## src/hdl/kffba_pkg.sv

```systemverilog
package kffba_pkg;

  // Pool size and total limits
  localparam int NUM_SLOTS   = 128;
  localparam int VERT_LIMIT  = 1024;
  localparam int INDEX_LIMIT = 4096;

  // Field widths
  localparam int KEY_W  = 16;
  localparam int VC_W   = 11;
  localparam int IC_W   = 13;
  localparam int SLOT_W = 7;

  // Derived widths
  localparam int IDX_W = $clog2(NUM_SLOTS);
  localparam int CNT_W = $clog2(NUM_SLOTS + 1);
  localparam int VT_W  = $clog2(VERT_LIMIT + 1);
  localparam int IT_W  = $clog2(INDEX_LIMIT + 1);
  localparam int VS_W  = ((VT_W > VC_W) ? VT_W : VC_W) + 1;
  localparam int IS_W  = ((IT_W > IC_W) ? IT_W : IC_W) + 1;

  // Stream widths
  localparam int S_TDATA_W = ((KEY_W + VC_W + IC_W + 7) / 8) * 8;
  localparam int M_TDATA_W = ((SLOT_W + 7) / 8) * 8;
  localparam int M_TUSER_W = 2;

  // Result flag positions in m_tuser
  localparam int M_GRANTED_BIT = 0;
  localparam int M_SHARED_BIT  = 1;

  // Command codes
  localparam logic CMD_ALLOC = 1'b0;
  localparam logic CMD_CLEAR = 1'b1;

  typedef logic [IDX_W-1:0] idx_t;

  // One slot entry held in the store
  typedef struct packed {
    logic [KEY_W-1:0] key;
    logic [VT_W-1:0]  vt;
    logic [IT_W-1:0]  it;
  } entry_t;

  // Sequencer requests to the slot store
  typedef struct packed {
    idx_t   rd_addr;
    logic   wr_en;
    idx_t   wr_addr;
    entry_t wr_data;
    logic   clr_all;
  } store_req_t;

  // Compare and add unit results
  typedef struct packed {
    logic [VT_W-1:0] v_sat;
    logic [IT_W-1:0] i_sat;
    logic            fits;
    logic            key_eq;
  } alu_res_t;

endpackage

```

## src/hdl/kffba_alu.sv

```systemverilog
module kffba_alu
  import kffba_pkg::*;
(
  input  logic [KEY_W-1:0] key_a,
  input  logic [KEY_W-1:0] key_b,
  input  logic [VT_W-1:0]  vt_base,
  input  logic [VC_W-1:0]  vc,
  input  logic [IT_W-1:0]  it_base,
  input  logic [IC_W-1:0]  ic,
  output alu_res_t         res
);

  logic [VS_W-1:0] v_sum;
  logic [IS_W-1:0] i_sum;

  // Add the request counts to the slot totals
  assign v_sum = VS_W'(vt_base) + VS_W'(vc);
  assign i_sum = IS_W'(it_base) + IS_W'(ic);

  // Match needs the same key and both sums strictly below their limits
  assign res.key_eq = (key_a == key_b);
  assign res.fits   = (v_sum < VS_W'(VERT_LIMIT)) && (i_sum < IS_W'(INDEX_LIMIT));

  // Clamp the new totals at the limits
  assign res.v_sat = (v_sum > VS_W'(VERT_LIMIT)) ? VT_W'(VERT_LIMIT) : VT_W'(v_sum);
  assign res.i_sat = (i_sum > IS_W'(INDEX_LIMIT)) ? IT_W'(INDEX_LIMIT) : IT_W'(i_sum);

endmodule

```

## config.mk

```make
export PLATFORM = sky130hd
export DESIGN_NAME = kffba_alu
export DESIGN_NICKNAME = d
export VERILOG_FILES = /design/src/hdl/kffba_pkg.sv /design/src/hdl/kffba_alu.sv
export SDC_FILE = /design/constraint.sdc
export NUM_CORES = 1
export LEC_CHECK = 0
export ABC_AREA = 0
export BUFFER_PORTS_ARGS = -buffer_cell sky130_fd_sc_hd__buf_4
export CAP_MARGIN = 20
export CORE_MARGIN = 3
export CORE_UTILIZATION = 44
export DETAILED_ROUTE_END_ITERATION = 6
export PLACE_DENSITY = 0.88
export SLEW_MARGIN = 40
export SYNTH_ARGS = -nofsm -noshare
export SYNTH_HDL_FRONTEND = slang
export SYNTH_SLANG_ARGS = --single-unit
```

## constraint.sdc

```tcl
create_clock -name vclk -period 3.7
set_clock_uncertainty 0.1 [all_clocks]
set_input_delay 0.74 -clock vclk [all_inputs]
set_output_delay 0.74 -clock vclk [all_outputs]
set_load 0.03 [all_outputs]
```

==> impl_metrics.tcl <==
set metrics [dict create \
    power_frac_clock_pct 0 \
    number_of_global_route_vias_before_repair 1891 \
    cts_hold_buf 0 \
    dp_cells 366 \
    mappedNetlistArea_um2 1480 \
    netlist-cell-type-count 51 \
    min_path_type "input port to primary output" \
    p_total_uw 554 \
    timing.critical_path.required_ps 2860 \
    hold_path_end "res[0]" \
    postSynthCellCount 202 \
    leftover_overflow_at_the_end_of_global_routing 0 \
    timing.critical_path.from_type "input port" \
    pwr-share-seq_pct 0 \
    top_count_cell_post_synth "ha_1" \
    die_x_um 64.0 \
    grt_max_degree 9 \
    placed_cell_areas_um2 2440 \
    port_buffers 106 \
    synth-seq-area-share_pct 0 \
    regArea_um2 0 \
    die_area_um2 4100 \
    path_cells "buf_6 > ha_4 > inv_2 > fa_2 > nor2b_4 > o31a_1 > o211ai_1 > buf_4 > a32oi_4 > buf_6 > a311oi_2 > buf_4" \
    worst_pin_slew_ps 390 \
    violated_checks "setup timing" \
    cap_violations 0 \
    grt_setup_unrepaired "yes" \
    irDropWorstVdd_uv 140 \
    cp_slowest_cell "o31a_1" \
    wire_per_inst_um 15.9 \
    synth_top_cell_by_area "ha_1" \
    std_cell_rows 20 \
    net-switching-power_uw 286 \
    ios 106 \
    post_route_cells_drive_above_1_share_pct 53.3 \
    area_delta_synth_final_pct 86.5 \
    leakagePower_nw 1.30 \
    num-nets-final 442 \
    power_report.internal_total_uw 268 \
    syn_avg_cell_area_um2 7.33 \
    sequential_cell_total 0 \
    final.setup.tns_ps -50.6 \
    routed_via_density 5.72 \
    timing.final.crit_share_pct 101 \
    p_sw_share_pct 51.7 \
    vias 2164 \
    worst_setup_path_end_kind "primary output" \
    outcome "finished with violations" \
    hold_path.startpoint "key_a[7]" \
    maxSlewHeadroom_pct 73.8 \
    synth.area.top_cells "ha_1 20%, xnor2_1 12%, nor2_1 5.8%" \
    layout.cells.non_filler 378 \
    synth.net_count 308 \
    post_detailed_route_drc_marker_count 0 \
    die_y_um 64.0 \
    detail_route.wirelength_mm 6.00 \
    hpwl_mm 4.31 \
    antenna_found_initial 0 \
    hold_ws_ps 1780 \
    period_needed_ps 3730 \
    critPathKind "input port to primary output" \
    pwr-share-comb_pct 100.0 \
    grt_first_pass_wirelength_mm 8.17 \
    antenna_fix_cells 0 \
    worst-path-max-fanout 5 \
    clock_buffer_count 0 \
    powerDensity_nw_per_um2 201 \
    yosysWarnings 0 \
    dr.pass1.iters 4 \
    synth_top_cells_by_count "24 x ha_1, 23 x nor2_1, 21 x xnor2_1, 16 x a21oi_1" \
    fp.coreArea_um2 3130 \
    max_stage_delay_ps 300 \
    initial_utilization_pct 47.4 \
    place.gp.congestion 0.938 \
    data_arrival_time_of_the_critical_path_ps 2890 \
    setup_viol_count_final 2 \
    holdPathStages 5 \
    post_layout_inst_area_um2 2760 \
    fmaxAchievable_mhz 268 \
    finalHoldViolations 0 \
    synth_top_area_share_pct 20.3 \
    drt_first_iter_violations 171 \
    antenna_violating_nets_post_route 0 \
    final_max_slew_viol_count 0 \
    gr-usage-all-layers_pct 23.5 \
    worst_slack_ps -31.0 \
]
## layer usage
layer | vias up | part of all wire (%) | global-route usage (%)
li1 | 1038 | - | -
met1 | 1025 | 37 | 27.2
met2 | 95 | 56 | 47.4
met3 | 6 | 6.3 | 1.93
met4 | 0 | 0.55 | 1.62
met5 | - | 0 | 0
## cell usage in the layout, fill, tap and decap left out, types with 6 or more instances in the layout
master,Yosys,final
o21ai_0,10,8
buf_6,1,6
a21oi_1,16,12
xnor2_1,21,21
nor2_1,23,23
a21o_1,7,7
nand2_1,9,9
inv_1,10,9
ha_1,24,18
ha_4,0,6
buf_4,1,129
## per-stage QoR
step | setup slack (ps) | util [%]
6_report | -31.0 | 88.3
2_1_floorplan | -0.691 | -
5_1_grt | -150 | 88.3
3_3_place_gp | -114 | 78.0
3_5_place_dp | -169 | 78.0
4_1_cts | 0.862 | 80.1
## logic make-up (layout without fill, tap and decap cells)
group | count (synthesis) | after routing | share of synthesized area [%]
AO/OA/AOI/OAI | 70 | 70 | 33.2
XOR/XNOR | 24 | 24 | 14.2
adder cells (fa/ha/maj) | 26 | 26 | 23.0
buffers and inverters | 13 | 145 | 4.14
AND/OR/NAND/NOR | 69 | 69 | 25.5
## what timing repair did
action                     CTS  global route
resized for setup            7            37
setup buffers                4             8
setup endpoints to repair    9            24
pin swaps                    6            24
## worst max-delay path: cells and delay by family
family	cells	cell delay [ps]
compound gates	4	1010
buf+inv	5	720
fa+ha+maj	2	380
simple gates	1	50
## power by group through the flow
stage,Sequential [mW],Combinational [mW],Clock (mW)
finish,0,0.554,0
global route,0,0.594,0
CTS,0,0.485,0
detailed placement,0,0.468,0
global placement,0,0.460,0
floorplan,0,0.281,0
## cell type report
| type | instances | area, µm² |
|---|---|---|
| Multi-Input combinational cell | 189 | 1630 |
| Timing Repair Buffer | 135 | 1040 |
| Fill cell | 169 | 365 |
| Tap cell | 44 | 55.1 |
| Inverter | 10 | 37.5 |
## worst max path at each step
stage | from | end | slack [ps] | cells past startpoint
final | ic[0] | res[13] | -30 | 12
after CTS | it_base[0] | res[13] | 0.9 | 12
after global placement | it_base[0] | res[11] | -110 | 12
after floorplan | it_base[0] | res[13] | -0.7 | 9
after global routing | vt_base[8] | res[16] | -150 | 11
after detailed placement | it_base[0] | res[13] | -170 | 12
(Power assumes the default switching activity.)
